<file path="config.mk">
export PLATFORM = sky130hd
export DESIGN_NAME = amapt_ram
export DESIGN_NICKNAME = d
export VERILOG_FILES = /design/src/design/adaptive_ma_position_trader_defines.svh /design/src/design/amapt_ram.sv
export SDC_FILE = /design/constraint.sdc
export NUM_CORES = 2
export LEC_CHECK = 0
export BUFFER_PORTS_ARGS = -buffer_cell sky130_fd_sc_hd__buf_4
export CORE_AREA = 2 2 464 466
export DETAILED_ROUTE_END_ITERATION = 16
export DIE_AREA = 0 0 466 468
export GPL_ROUTABILITY_DRIVEN = 1
export GPL_TIMING_DRIVEN = 0
export SLEW_MARGIN = 10
export SYNTH_ARGS = -nofsm -noshare
export SYNTH_HDL_FRONTEND = slang
export SYNTH_SLANG_ARGS = --single-unit
</file>
<file path="constraint.sdc">
create_clock -name i_clk -period 9.5 [get_ports i_clk]
set_input_delay 1.9 -clock i_clk [delete_from_list [all_inputs] [get_ports i_clk]]
set_output_delay 1.9 -clock i_clk [all_outputs]
set_load 0.05 [all_outputs]
</file>
<file path="src/design/adaptive_ma_position_trader_defines.svh">
// Assertion macros used by the adaptive average trader top level.
// Each macro expects i_clk and i_rst_n in the scope where it is used.
`ifndef ADAPTIVE_MA_POSITION_TRADER_DEFINES_SVH
`define ADAPTIVE_MA_POSITION_TRADER_DEFINES_SVH

// Property that must hold at every clock edge out of reset.
`define AMAPT_ASSERT_ALWAYS(label, expr, msg) \
    label: assert property (@(posedge i_clk) disable iff (!i_rst_n) (expr)) else $error(msg);

// Consequent that must hold in the cycle after the antecedent.
`define AMAPT_ASSERT_NEXT(label, ante, cons, msg) \
    label: assert property (@(posedge i_clk) disable iff (!i_rst_n) (ante) |=> (cons)) \
        else $error(msg);

`endif

</file>
<file path="src/design/amapt_ram.sv">
// Generic single-write, single-read synchronous RAM with registered read.
// No dependencies.
`default_nettype none

module amapt_ram #(
    parameter int WIDTH = 32,
    parameter int DEPTH = 64
) (
    input  wire logic                                i_clk,
    input  wire logic                                i_we,
    input  wire logic [(DEPTH > 1 ? $clog2(DEPTH) : 1)-1:0] i_waddr,
    input  wire logic [WIDTH-1:0]                    i_wdata,
    input  wire logic [(DEPTH > 1 ? $clog2(DEPTH) : 1)-1:0] i_raddr,
    output logic      [WIDTH-1:0]                    o_rdata
);
    logic [WIDTH-1:0] r_mem [DEPTH];

    always_ff @(posedge i_clk) begin
        if (i_we) begin
            r_mem[i_waddr] <= i_wdata;
        end
        o_rdata <= r_mem[i_raddr];
    end
endmodule

`default_nettype wire

</file>
# Word-level counts from Yosys, hierarchy flattened
# Memories as Yosys holds them, arrays and structs flattened. A register that Yosys moved wholly into a read port is not among the register bits.
# Index checks and enable logic that the tools add are counted.
# totals
reg_bits,0
ram_bits,2048
inputBits,46
out_inout_bits,32
word_cells,3
n_memories,1
# mem_list
name,depth,width,rd,rd_ports_with_merged_regs,write_ports,line,text
r_mem,64,32,1,1,1,amapt_ram.sv:16,logic [WIDTH-1:0] r_mem [DEPTH];
# op_classes
n_mux,2
# ops
operator,count
$mux 1,2

# Depth between registers and ports, before layout
# depth
word_depth,2
ltp_mapped,10

# Least setup slack after synthesis
# Ideal clock, no wire load.
# synth_path
path_type,input -> register
startpoint,in i_waddr[3] in the netlist's numbering
endpoint,"mem r_mem[48][0], enable pin"
arrival_time_ns,4.599
required_ns,9.039
slack_ns,4.440
stages,4
n_path_buf,1
cell_sequence,clkbuf_1 -> nor2b_1 -> nand4b_1 -> nor3_1
# synth_rtl
element,line,text
from (decl),amapt_ram.sv:11,"input wire logic [(DEPTH > 1 ? $clog2(DEPTH) : 1)-1:0] i_waddr,"
to (decl),amapt_ram.sv:16,
# Straight into the memory's write port.

==> flow_summary.toml <==
[cells_and_area]
nets = 3761
final_layout_size_suffix_gt1_share_pct = 30.0
postLayoutCellArea_um2 = 92000
layout.filler_cells = 17900
area_growth_pct = 17.2

[detailed_routing]
via_per_inst = 5.89
drt_iter0_drc = 6184
antenna_left = 0
drt_first_pass_iters = 5
finalWirelength_um = 243000
vias = 39700
drcViolationCount = 0
wl_per_cell_um = 36.0

[global_route]
grt_overflow = 0
grt_pass1_wl_um = 324000
grt_pass1_vias = 38400
grt_max_degree = 65
grtUsageTotal_pct = 22.0
antenna_found_initial = 19

[cts]
htree_levels = 4
cts_buffers = 203
root_buffer = "clkbuf_16"
cts.clk_slew.worst_paths_ps = 60
cts_tree = "built"
postCtsHoldBufs = 0
cts.sinks = 2080
clock_path_buffers = 3
postCtsResizedCells = 0
cts_setup_buffers = 0
clkLatencyLatePin_ps = 860

[placed_design]
port_buffers = 69
gp_congestion = 0.847
hpwl_um = 157000
placed_cell_area_um2 = 85600

[sta]
slew_headroom_pct = 13.6
setup_violations = 0
max_freq_ghz = 0.175
rsz0062_at_grt = "false"
tns_ps = 0
finClkSkew_ps = 54.9
post-route-period-util_pct = 60.3
hold_viol = 0
final.min_clock_period_ps = 5730
slew_viol_final = 0
tightest_slew_ps = 1300

[synth]
ys.flop_type = "edfxtp_1"
synth-edff-count = 2048
yosysTopAreaCell = "edfxtp_1"
synth_fp_nets = 3370
syn_avg_cell_area_um2 = 23.6
synthArstFlopShare_pct = 0
synth.top_cell.area_share_pct = 78.3
ys_ff_latch = 2080
yosysMostFrequentCell = "edfxtp_1"
synthDistinctLibCells = 34
ys_seq_area_share_pct = 79.1
synth_top_cells_by_area = "edfxtp_1 (78%), mux4_2 (16%), mux2i_1 (1.2%)"
ys_warn_count = 0
syn_area_um2 = 78500
syn-instance-count = 3324
synthTopCellsByCount = "edfxtp_1 (2048), mux4_2 (544), nor2_1 (137)"

[setup_path]
required_ps = 10220
startpoint_type = "input port"
critPathCaptureType = "flop"
r2r_cells = 4
crit_arrival_ps = 6450
crit_fanout = 10
worstSetupPathType = "input port to flop"

[floorplanning]
ios = 78
fp.dieArea_um2 = 218000
die_x_um = 466
start_util_pct = 36.8
chipHeight_um = 468
core_um2 = 213000
row_count = 170

[flow_run]
max_cap_viol_count = 0

[worst_hold_path]
hold_class = "flop to flop"
whs_path_depth = 5

[power]
ir_drop_v = 0.000158
p_leak_nw = 28.4
powerDensity_nw_per_um2 = 209

[outcome]
outcome = "finished clean"
==> routing by layer <==
metal / part of all wire, % / wire length, um / global-route usage, % / vias to the layer above
li1: - / - / - / 15100
met1: 37 / 90600 / 28.9 / 21500
met2: 48 / 116000 / 35.1 / 2568
met3: 10 / 25300 / 5.17 / 477
met4: 4.6 / 11100 / 9.40 / 6
met5: 0.017 / 41 / 0 / -
==> cell families (layout without fill, tap and decap cells) <==
group                  Yosys count  count (layout)  share of synthesized area, %
other                            0               9                             0
flip-flops                    2080            2080                          79.1
multiplexers                   637             637                          16.8
AO/OA/AOI/OAI                  202             202                          1.67
buffers and inverters          182             743                          1.13
AND/OR/NAND/NOR                223             223                          1.27
==> cell usage in the layout (no fill, tap or decap), types with 15 or more instances in the layout <==
master,n
mux2i_1,93
mux4_2,544
clkbuf_16,206
nor2_4,62
nor2_1,75
clkbuf_1,123
nor2b_1,15
o22ai_1,84
buf_2,58
buf_12,70
o221ai_1,27
dfxtp_1,32
edfxtp_1,2048
nand2_1,26
buf_16,37
buf_1,20
clkinv_2,32
a21oi_1,62
buf_4,104
clkinv_1,45
==> critical path: stages <==
cell	delay [ps]
buf_2	410
buf_2	440
buf_2	380
clkbuf_1	730
buf_2	490
mux2i_1	200
a21oi_1	970
a21oi_1	430
nor2_1	430
==> power by group <==
| part | switching [mW] | internal (mW) | total [mW] |
|---|---|---|---|
| clock | 3.52 | 4.38 | 7.89 |
| combinational | 0.781 | 0.363 | 1.14 |
| sequential | 0.0207 | 10.2 | 10.2 |
| total | 4.32 | 14.9 | 19.2 |
==> layout make-up <==
| class | instances | area, um^2 | area share (%) |
|---|---|---|---|
| diodes | 9 | 22.5 | 0.0245 |
| multi-input cells | 1062 | 16000 | 17.3 |
| clock inverters | 107 | 988 | 1.07 |
| clock buffers | 268 | 5450 | 5.92 |
| well taps | 2838 | 3550 | 3.86 |
| flip-flops and latches | 2080 | 62100 | 67.5 |
| plain buffers | 182 | 896 | 0.974 |
| repair buffers | 186 | 3010 | 3.27 |
==> sequential cells by signal, summed over array words and instances, names as in the netlist <==
signal / flops
o_rdata: 32
r_mem: 2048
==> worst paths after layout <==
path	slack, ps	startpoint	endpoint
worst max-delay path	3770	i_raddr[1]	o_rdata[16]
worst min-delay path	950	r_mem[61][29]	o_rdata[29]
worst min register to register	950	r_mem[61][29]	o_rdata[29]
worst max register to register	6610	r_mem[24][18]	o_rdata[18]
==> stage by stage <==
| stage | setup WS, ps | util (%) | cells | hold WS [ps] | power, mW |
|---|---|---|---|---|---|
| 3_3_place_gp | 313 | 38.7 | 6231 | 932 | 11.5 |
| 5_1_grt | 3790 | 43.1 | 6726 | 1020 | 19.7 |
| 2_1_floorplan | 4440 | - | 3324 | 663 | 10.9 |
| 3_5_place_dp | 3080 | 40.1 | 6348 | 957 | 11.5 |
| 4_1_cts | 3970 | 43.1 | 6723 | 947 | 19.3 |
| 6_report | 3770 | 43.1 | 6732 | 948 | 19.2 |
(Power assumes the default switching activity.)
