`src/design/adaptive_ma_position_trader_defines.svh`:
```
// Assertion macros used by the adaptive average trader top level.
// Each macro expects i_clk and i_rst_n in the scope where it is used.
`ifndef ADAPTIVE_MA_POSITION_TRADER_DEFINES_SVH
`define ADAPTIVE_MA_POSITION_TRADER_DEFINES_SVH

// Property that must hold at every clock edge out of reset.
`define AMAPT_ASSERT_ALWAYS(label, expr, msg) \
    label: assert property (@(posedge i_clk) disable iff (!i_rst_n) (expr)) else $error(msg);

// Consequent that must hold in the cycle after the antecedent.
`define AMAPT_ASSERT_NEXT(label, ante, cons, msg) \
    label: assert property (@(posedge i_clk) disable iff (!i_rst_n) (ante) |=> (cons)) \
        else $error(msg);

`endif

```
`src/design/amapt_pkg.sv`:
```
// Shared types and constants of the adaptive average trader.
// No dependencies; used by the divider and the top level.
`default_nettype none

package amapt_pkg;

    localparam int PRICE_W     = 32;
    localparam int BAL_W       = 48;
    localparam int AVG_W       = 33;
    localparam int SF_W        = 18;
    localparam int FACTOR_BITS = 16;
    localparam int DIV_DW      = 48;
    localparam int DIV_SW      = 44;

    localparam logic [1:0] ACT_HOLD = 2'd0;
    localparam logic [1:0] ACT_BUY  = 2'd1;
    localparam logic [1:0] ACT_SELL = 2'd2;

    localparam logic [2:0] REG_WINDOW = 3'd0;
    localparam logic [2:0] REG_LIMIT  = 3'd1;
    localparam logic [2:0] REG_PCT    = 3'd2;
    localparam logic [2:0] REG_HOLD   = 3'd3;
    localparam logic [2:0] REG_GAIN   = 3'd4;
    localparam logic [2:0] REG_SLOW   = 3'd5;

    localparam logic signed [SF_W-1:0] SF_RESET = 18'sd32768;

    typedef struct packed {
        logic [PRICE_W-1:0] close_price;
        logic               in_period;
    } t_in_item;

    typedef struct packed {
        logic [1:0]              action;
        logic signed [7:0]       position;
        logic signed [BAL_W-1:0] balance;
        logic signed [BAL_W-1:0] settled_balance;
        logic [AVG_W-1:0]        average_level;
        logic                    history_short;
    } t_out_item;

    typedef struct packed {
        logic              start;
        logic [DIV_DW-1:0] dividend;
        logic [DIV_SW-1:0] divisor;
    } t_div_req;

    typedef struct packed {
        logic              done;
        logic [DIV_DW-1:0] quotient;
    } t_div_rsp;

endpackage

`default_nettype wire

```
`src/design/amapt_div.sv`:
```
// Restoring divider, one quotient bit per cycle, shared by both divisions.
// Uses request and response types of amapt_pkg.
`default_nettype none

module amapt_div (
    input  wire logic                i_clk,
    input  wire logic                i_rst_n,
    input  wire amapt_pkg::t_div_req i_req,
    output amapt_pkg::t_div_rsp      o_rsp
);
    import amapt_pkg::*;

    localparam int CW = $clog2(DIV_DW);

    logic              r_busy;
    logic              r_done;
    logic [CW-1:0]     r_cnt;
    logic [DIV_SW:0]   r_rem;
    logic [DIV_DW-1:0] r_quo;
    logic [DIV_SW-1:0] r_div;

    logic [DIV_SW:0]   w_trial;
    logic              w_ge;
    logic [DIV_SW:0]   w_rem_n;

    assign w_trial = {r_rem[DIV_SW-1:0], r_quo[DIV_DW-1]};
    assign w_ge    = w_trial >= {1'b0, r_div};
    assign w_rem_n = w_ge ? (w_trial - {1'b0, r_div}) : w_trial;

    always_ff @(posedge i_clk) begin
        if (!i_rst_n) begin
            r_busy <= 1'b0;
            r_done <= 1'b0;
            r_cnt  <= '0;
        end else if (i_req.start) begin
            r_busy <= 1'b1;
            r_done <= 1'b0;
            r_cnt  <= CW'(DIV_DW - 1);
        end else if (r_busy) begin
            r_cnt <= r_cnt - 1'b1;
            if (r_cnt == '0) begin
                r_busy <= 1'b0;
                r_done <= 1'b1;
            end
        end else begin
            r_done <= 1'b0;
        end
    end

    always_ff @(posedge i_clk) begin
        if (i_req.start) begin
            r_rem <= '0;
            r_quo <= i_req.dividend;
            r_div <= i_req.divisor;
        end else if (r_busy) begin
            r_rem <= w_rem_n;
            r_quo <= {r_quo[DIV_DW-2:0], w_ge};
        end
    end

    assign o_rsp.done     = r_done;
    assign o_rsp.quotient = r_quo;
endmodule

`default_nettype wire
```
`config.mk`:
```
export PLATFORM = sky130hd
export DESIGN_NAME = amapt_div
export DESIGN_NICKNAME = d
export VERILOG_FILES = /design/src/design/adaptive_ma_position_trader_defines.svh /design/src/design/amapt_pkg.sv /design/src/design/amapt_div.sv
export SDC_FILE = /design/constraint.sdc
export NUM_CORES = 1
export LEC_CHECK = 0
export ABC_AREA = 1
export BUFFER_PORTS_ARGS = -buffer_cell sky130_fd_sc_hd__buf_2
export CORE_MARGIN = 3
export CORE_UTILIZATION = 40
export CTS_BUF_LIST = sky130_fd_sc_hd__clkbuf_8
export DETAILED_ROUTE_END_ITERATION = 10
export GPL_TIMING_DRIVEN = 1
export PLACE_DENSITY_LB_ADDON = 0.05
export SETUP_SLACK_MARGIN = 0.5
export SLEW_MARGIN = 5
export SYNTH_ARGS = -nofsm -noshare
export SYNTH_HDL_FRONTEND = slang
export SYNTH_SLANG_ARGS = --single-unit
```
`constraint.sdc`:
```
create_clock -name i_clk -period 3.81 [get_ports i_clk]
set_clock_uncertainty 0.05 [all_clocks]
set_input_delay 0.762 -clock i_clk [delete_from_list [all_inputs] [get_ports i_clk]]
set_output_delay 0.762 -clock i_clk [all_outputs]
set_load 0.01 [all_outputs]
```
; Word level (Yosys, flattened, before mapping)
; Cells that the tools add are included.
[totals]
mem_count = 0
latch_bits = 0
reg_bits = 144
elab_cells = 24
in_bits = 95
out_inout_bits = 49
mem_bits_rw = 0
rom_bits = 0
[classes]
reduce_logical = 4
shifts = 0
eq_ne = 0
mul = 0
magnitude_cmp = 1
add_sub_neg = 2
bitwise = 2
div = 0
muxes = 8
[ops]
columns = cell, n
row1 = 48-bit 2-to-1 mux, 2
row2 = 45-bit by 44-bit >= comparator with 1-bit output, 1
row3 = 44-bit 2-to-1 mux, 1
row4 = 44-bit subtractor, 1
row5 = 6-bit 2-to-1 mux, 2
row6 = 6-bit logical NOT, 1
row7 = 6-bit by 1-bit subtractor with 6-bit output (second input constant), 1
row8 = 1-bit 2-to-1 mux, 3
row9 = 3-bit OR reduction, 1
row10 = 1-bit inverter, 2
row11 = 2-bit nonzero test, 1
row12 = 2-bit OR reduction, 1

; Depth between registers and ports, before layout
; Gate-level depths: netlist of the first run.
[depth]
depth_word = 4
ltp_mapped = 17

; Least setup slack after synthesis of the first run
; No wires, ideal clock.
[synth_timing]
path_kind = in2reg
startpoint = input i_req[92] (netlist bit)
endpoint = register r_quo[0] (enable)
path_buffers = 2
slack_ns = 0.561
t_required_ns = 3.328
t_arrival_ns = 2.768
path_stages = 4
cell_sequence = clkbuf_1 -> nor2_1 -> inv_1 -> clkbuf_1
[synth_via]
elab_chain_len = 1
[synth_rtl]
columns = item, line_no
row1 = start: declaration, amapt_div.sv:8  ; input wire amapt_pkg::t_div_req i_req,
row2 = 2-bit nonzero test (no line), --
row3 = end signal: assignment, amapt_div.sv:53  ; r_quo <= i_req.dividend;
row4 = end signal: assignment, amapt_div.sv:57  ; r_quo <= {r_quo[DIV_DW-2:0], w_ge};
row5 = end: declaration, amapt_div.sv:19  ; logic [DIV_DW-1:0] r_quo;
; Every way passes these cells.
; A chain may end at the register's enable or synchronous reset.

; Worst setup path after layout of the first run
[layout_timing]
startpoint = register r_div[38]
endpoint = register r_rem[37]
[layout_via]
elab_chain_len = 2
[layout_rtl]
columns = item, line_no
row1 = start: declaration, amapt_div.sv:20  ; logic [DIV_SW-1:0] r_div;
row2 = start signal: assignment, amapt_div.sv:54  ; r_div <= i_req.divisor;
row3 = 45-bit by 44-bit >= comparator with 1-bit output, amapt_div.sv:27  ; assign w_ge = w_trial >= {1'b0, r_div};
row4 = 44-bit 2-to-1 mux, amapt_div.sv:28  ; assign w_rem_n = w_ge ? (w_trial - {1'b0, r_div}) : w_trial;
row5 = end signal: assignment, amapt_div.sv:56  ; r_rem <= w_rem_n;
row6 = end: declaration, amapt_div.sv:18  ; logic [DIV_SW:0] r_rem;
; Every way passes these cells.

==> results of run 1 <==
## registers in the layout, indices dropped and copies added (netlist names)
name	cells
r_rem	44
r_done	1
r_div	44
r_busy	1
r_cnt	6
r_quo	48
## worst max path at each step
stage | start | end | slack (ps) | cells after the start
after detailed placement | r_div[39] | r_rem[37] | 1150 | 17
after global routing | r_div[36] | r_rem[37] | 820 | 15
final | r_div[38] | r_rem[37] | 1140 | 13
after global placement | r_div[39] | r_rem[37] | 1190 | 17
after CTS | r_div[38] | r_rem[37] | 1140 | 13
after floorplan | i_req[92] | r_quo[0] | 560 | 4
## cell families (layout without fill, tap and decap cells)
family | after synthesis | count (layout) | share of synthesized area, %
AO/OA/AOI/OAI | 77 | 77 | 4.39
XOR/XNOR | 24 | 24 | 2.17
buffers and inverters | 289 | 439 | 11.8
AND/OR/NAND/NOR | 832 | 832 | 36.1
adder cells (fa/ha/maj) | 47 | 47 | 6.16
flip-flops | 144 | 144 | 39.3
## placed cells by master (no fill, tap or decap), drive strengths merged
master and count:
nand3b 26, nor2 85, or2 1, nand3 109, clkinv 8, a21oi 38
dfxtp 52, xnor2 23, clkbuf 17, o21a 2, nor3 6, nand4 6
edfxtp 92, o31ai 2, buf 150, bufinv 1, inv 260, a211oi 1
fa 1, nor4 2, o21bai 4, o21ai 26, xor2 1, a31oi 2
ha 46, clkinvlp 3, a221oi 1, a21boi 1, nand2 597
## cells in the mapped netlist (5+ instances only)
cell      number
xnor2_1       23
inv_1        245
nand3_1      108
o21ai_1       14
clkinv_1       7
buf_2          7
edfxtp_1      92
ha_1          46
inv_2          5
nand2_1      590
o21ai_0       12
buf_6          6
nor2_1        79
dfxtp_1       52
a21oi_1       36
nand4_1        6
nand3b_1      26
clkbuf_1      18
## final cells by class
class                   instances  area (um2)
clock buffers                  17         234
clock inverters                15         148
fillers                      2564       12600
inverters                     257         965
multi-input cells             980        4730
flip-flops and latches        144        3800
well taps                     319         399
repair buffers                150         771
## report_power, final
part           total, mW  internal (mW)  switching (mW)
clock network       1.24          0.537           0.702
logic              0.491          0.181           0.310
registers           1.82           1.78          0.0461
total               3.56           2.50            1.06
## metal layers
metal | part of all wire (%) | track usage, %
met5 | 0 | 0
met3 | 6.4 | 5.49
met2 | 44 | 33.1
met4 | 1.6 | 4.58
met1 | 48 | 28.6
==> qor.csv, run 1 <==
stage,metric,value,unit
timing,finalHoldViolCount,0,
timing,setup_violations,0,
setup_path,cp_data_arrival_time,2980,ps
grt,grt_pass1_wl,43.6,mm
clock_tree,clock_path_buffers,2,
drt,first_iter_violations,515,
grt,grt.total_usage,20.8,%
place,portBuffers,143,
floorplan,die_y,161,um
drt,drtAntennaViolNets,0,
setup_path,required,4110,ps
drt,wire_per_inst,14.0,um
cells_and_area,drive_above_1_share,13.3,%
setup_path,cp_top_family,simple AND/OR/NAND/NOR gates,
logic_synthesis,synth_edf_count,92,
setup_path,cp_num_buf_inv,3,
cells_and_area,stdcell_count,1882,
setup_path,reg2reg_from,r_div[38],
setup_path,reg2reg_slack,1140,ps
logic_synthesis,synth_area_leaders,"edfxtp_1 (29%), nand2_1 (23%), dfxtp_1 (11%)",
timing,setup_tns,0,ps
logic_synthesis,syn_avg_cell_area,6.84,um2
setup_path,reg2reg_to,r_rem[37],
place,dpl.cell_count,1850,
logic_synthesis,synth_fp_nets,1555,
setup_path,slowest_stage,edfxtp_1,
place,hpwl,20.1,mm
outcome,status,"complete, no violations",
logic_synthesis,ys_types,40,
drt,dr.pass1.iters,6,
logic_synthesis,ys_ff_latch,144,
cells_and_area,final_area,11000,um2
logic_synthesis,syn_area,9670,um2
clock_tree,cts_hold_buf,0,
cells_and_area,syn2layout_area_growth,14.3,%
grt,antenna_found_initial,0,
drt,drc,0,
floorplan,dieArea,26100,um2
logic_synthesis,seq_area_frac_synth,39.3,%
floorplan,design.core.area,23600,um2
clock_tree,insertion_delay,470,ps
logic_synthesis,synth_top_area_share,28.6,%
pwr,p_total,3.56,mW
drt,drt-total-wl,26.3,mm
timing,whs,418,ps
timing,finalCritPeriodShare,70.2,%
setup_path,path_class,flop to flop,
logic_synthesis,yosys.area.top_type,edfxtp_1,
worst_hold_path,hp-class,input pin to flop,
clock_tree,postCtsSetupBuffers,0,
drt,num_vias,8622,
timing,period_minus_slack,2670,ps
place,postPlaceCellArea,10700,um2
floorplan,die_x,161,um
clock_tree,path_clk_slew,90,ps
cells_and_area,final_util,46.8,%
clock_tree,numCtsBuffers,17,
timing,drv_slew,0,
timing,fin_ws,1140,ps
place,gp_congestion,0.990,
floorplan,rows,56,
pwr,p_per_area,322,nW/um2
timing,rsz0062_at_grt,false,
place,place_ws,1150,ps
clock_tree,clock_sinks,144,
cells_and_area,fin_nets,1692,
setup_path,crit_path_max_fanout,24,
drt,viasPerCell,4.58,
floorplan,pin_count,144,
floorplan,start_util,40.9,%
setup_path,worst_setup_path_end_kind,flop,
pwr,ir_worst_vdd,0.000174,V
timing,relSlewSlack,41.1,%
worst_hold_path,min_to,r_div[29],
clock_tree,htree_levels,4,
clock_tree,cts_resized,0,
pwr,power.leakage,5.96,nW
setup_path,worstRegToRegCells,13,
grt,grt_max_degree,66,
setup_path,max_stage_delay,390,ps
clock_tree,root_buffer,clkbuf_8,
worst_hold_path,hold_start,i_req[29],
grt,grt_pass1_vias,8449,
cells_and_area,antenna_cells,0,
logic_synthesis,synth_ff_type,edfxtp_1,
timing,tightest_slew,884,ps
clock_tree,cts_tree,done,
setup_path,cpMostUsedCell,nand2_1,
setup_path,worstPathCellList,inv_1 -> ha_1 -> a21oi_1 -> o21bai_1 -> a21oi_1 -> nand2_1 -> nor2_8 -> buf_4 -> nand3_1 -> nand2_1 -> clkinv_1 -> nand2_1 -> nand2_1,
setup_path,cp-start-kind,flop,
logic_synthesis,async_reset_ff_share,0,%
timing,clock.fmax,374,MHz
flow_run,maxCapViolations,0,
grt,overflow,0,
logic_synthesis,syn_inst,1413,
logic_synthesis,yosysWarnings,0,
worst_hold_path,whs_path_depth,1,
No activity file was read; power rests on OpenSTA's default activity.
==> run 2, diff against run 1 <==
--- a/config.mk
+++ b/config.mk
@@ -5,7 +5,7 @@
 export SDC_FILE = /design/constraint.sdc
 export NUM_CORES = 1
 export LEC_CHECK = 0
-export ABC_AREA = 1
+export ABC_AREA = 0
 export BUFFER_PORTS_ARGS = -buffer_cell sky130_fd_sc_hd__buf_2
 export CORE_MARGIN = 3
 export CORE_UTILIZATION = 40
==> constraint.sdc (replaced) <==
create_clock -name i_clk -period 2.8 [get_ports i_clk]
set_clock_uncertainty 0.05 [all_clocks]
set_input_delay 0.56 -clock i_clk [delete_from_list [all_inputs] [get_ports i_clk]]
set_output_delay 0.56 -clock i_clk [all_outputs]
set_load 0.01 [all_outputs]
==> run 2 against run 1 <==
Against the previous run: clock power is 36% higher; critical path type unchanged; critical path depth shrank 1; largest power group unchanged; register-to-register slack worse by 1100 ps; combinational power increased to 3.3 times the previous value; count of clock-buffer cells in the layout up 1.
==> qor.csv, run 2 <==
stage,metric,value,unit,change
outcome,status,"complete, no violations",,
logic_synthesis,synth.area.mux_share,9.43,%,+9.4 points
timing,drv_slew,0,,unchanged
setup_path,worst_setup_path_end_kind,flop,,
cells_and_area,final_util,56.5,%,+9.8 points
worst_hold_path,whs_path_depth,1,,unchanged
logic_synthesis,synth_area_leaders,"edfxtp_1 (34%), dfxtp_1 (13%), ha_1 (7.0%)",,
grt,grt_pass1_vias,7278,,-14%
timing,setup_tns,0,ps,unchanged
logic_synthesis,syn_inst,802,,-43%
clock_tree,insertion_delay,460,ps,about the same
worst_hold_path,hp-class,input pin to flop,,
cells_and_area,drive_above_1_share,42.9,%,+30 points
grt,grt_max_degree,68,,+3.0%
timing,period_minus_slack,2790,ps,+114 ps
cells_and_area,regArea,3800,um2,about the same
cells_and_area,multi_input_area,4690,um2,-0.82%
cells_and_area,fillers,1788,,-30%
setup_path,required,3140,ps,-970 ps
place,postPlaceCellArea,10000,um2,-6.2%
grt,grt_pass1_wl,35.8,mm,-18%
floorplan,die_y,149,um,-7.5%
flow_run,maxCapViolations,0,,unchanged
drt,drc,0,,unchanged
setup_path,cp-start-kind,flop,,
floorplan,dieArea,22300,um2,-14%
drt,viasPerCell,5.13,,+12%
logic_synthesis,ys_types,56,,+40%
clock_tree,root_buffer,clkbuf_8,,
timing,clock.fmax,359,MHz,-4.1%
grt,antenna_found_initial,0,,unchanged
cells_and_area,reg_top3,"r_quo x48, r_div x44, r_rem x44",,
drt,wire_per_inst,16.5,um,+18%
setup_path,worstRegToRegCells,12,,-1
pwr,ir_worst_vdd,0.000338,V,+94%
worst_hold_path,hold_start,i_req[12],,
cells_and_area,layout_commonest_cell,buf_2,,
clock_tree,numCtsBuffers,17,,unchanged
logic_synthesis,synth_fp_nets,944,,-39%
clock_tree,clock_sinks,144,,unchanged
cells_and_area,largest_reg_flops,48,,unchanged
grt,grt.total_usage,19.9,%,-0.88 points
timing,finalCritPeriodShare,99.6,%,+29 points
place,place_ws,-203,ps,-1360 ps
setup_path,crit_path_max_fanout,6,,-75%
drt,drt-total-wl,22.0,mm,-16%
logic_synthesis,synth_top_area_share,33.6,%,+5.0 points
pwr,power.leakage,4.76,nW,-20%
floorplan,design.core.area,19800,um2,-16%
place,gp_congestion,0.886,,-11%
floorplan,rows,51,,-8.9%
place,hpwl,16.1,mm,-20%
logic_synthesis,synth_xor_area_share,5.00,%,+2.8 points
logic_synthesis,syn_area,8230,um2,-15%
setup_path,path_class,flop to flop,,
pwr,p_per_area,523,nW/um2,+62%
logic_synthesis,synth_edf_count,92,,unchanged
cells_and_area,final_area,11200,um2,+1.6%
logic_synthesis,yosysWarnings,0,,unchanged
timing,relSlewSlack,51.8,%,+11 points
logic_synthesis,synthSimpleGateAreaFrac,11.2,%,-25 points
floorplan,die_x,149,um,-7.5%
timing,fin_ws,12.0,ps,-1120 ps
logic_synthesis,yosys.area.top_type,edfxtp_1,,
logic_synthesis,ys_ff_latch,144,,unchanged
logic_synthesis,synthAdderAreaFrac,7.24,%,+1.1 points
setup_path,reg2reg_slack,10,ps,-1120 ps
timing,setup_violations,0,,unchanged
timing,rsz0062_at_grt,true,,
logic_synthesis,synth_ff_type,edfxtp_1,,
clock_tree,path_clk_slew,100,ps,about the same
cells_and_area,fin_nets,1197,,-29%
worst_hold_path,min_to,r_div[12],,
cells_and_area,stdcell_count,1333,,-29%
place,portBuffers,143,,unchanged
clock_tree,cts_tree,done,,
logic_synthesis,synth_most_common_cell,edfxtp_1,,
clock_tree,htree_levels,4,,unchanged
setup_path,cp_data_arrival_time,3120,ps,+140 ps
cells_and_area,antenna_cells,0,,unchanged
logic_synthesis,syn_avg_cell_area,10.3,um2,+50%
floorplan,start_util,41.4,%,+0.51 points
cells_and_area,syn2layout_area_growth,36.4,%,
timing,whs,212,ps,-207 ps
logic_synthesis,async_reset_ff_share,0,%,unchanged
logic_synthesis,synth_top_family_by_area,compound AO/OA/AOI/OAI gates,,
logic_synthesis,synth-compound-area-share,16.0,%,+12 points
cells_and_area,regMostFlops,r_quo,,
setup_path,crit_start,r_div[14],,
logic_synthesis,seq_area_frac_synth,46.2,%,+6.9 points
drt,num_vias,6841,,-21%
drt,first_iter_violations,359,,-30%
floorplan,pin_count,144,,unchanged
pwr,p_total,5.86,mW,+65%
drt,dr.pass1.iters,4,,-2
timing,finalHoldViolCount,0,,unchanged
place,dpl.cell_count,1273,,-31%
cells_and_area,layout_common_cells,"buf_2 (142), buf_4 (120), edfxtp_1 (92)",,
setup_path,reg2reg_from,r_div[14],,
grt,overflow,0,,unchanged
drt,drtAntennaViolNets,0,,unchanged
timing,tightest_slew,721,ps,-163 ps
logic_synthesis,synth_commonest_cells,"edfxtp_1 (92), a21oi_1 (62), inv_1 (57)",,
setup_path,reg2reg_to,r_rem[0],,
clock_tree,clock_path_buffers,2,,unchanged
-- run 2: critical path, stage by stage, from the launching register on --
cell	delay (ps)
edfxtp_1	350
inv_2	50
ha_4	280
a21oi_4	60
o211ai_1	250
a21oi_2	110
or4_4	440
a31oi_4	230
o21ai_4	90
nand2_4	170
buf_8	150
mux2_4	300
a211oi_2	170
-- run 2: area by class of cell --
class                      instances  share of cell area (%)
clock buffer                      18                    2.21
clock inverter                    14                    1.34
inverter                          58                    1.94
multi-input combinational        560                    41.8
sequential                       144                    33.9
tap                              265                    2.96
timing repair buffer             274                    15.9
-- run 2: repair_timing --
action / CTS / global route
hold buffers: 0 / 0
pin swaps: 46 / 21
setup endpoints to repair: 45 / 45
gates resized for setup: 90 / 28
setup buffers: 20 / 8
-- run 2: metal layers --
metal  wire (um)  part of all wire, %  track usage [%]  vias up
met2       10600                   48             33.9      134
met3         813                  3.7             3.83       23
met5           0                    0                0        -
met4         306                  1.4             5.31        0
met1       10300                   47             26.1     3252
li1            -                    -                -     3432
-- run 2: cell families after synthesis --
| kind of cell | after synthesis |
|---|---|
| flops | 144 |
| simple gates | 196 |
| mux | 71 |
| buf+inv | 98 |
| compound gates | 199 |
| xor+xnor | 47 |
| fa+ha+maj | 47 |
-- run 2: power breakdown --
part	internal (mW)	total, mW	switching [mW]
clock	0.759	1.69	0.935
sequential	2.46	2.55	0.0975
combinational	0.794	1.61	0.819
-- run 2: worst max-delay path by stage --
stage	endpoint	slack, ps	depth (start not counted)
after CTS	r_rem[0]	70	12
after global routing	r_rem[0]	-90	12
after detailed placement	r_rem[41]	-200	10
after global placement	r_rem[18]	-190	13
final	r_rem[0]	10	12
after floorplan	r_quo[0]	20	13
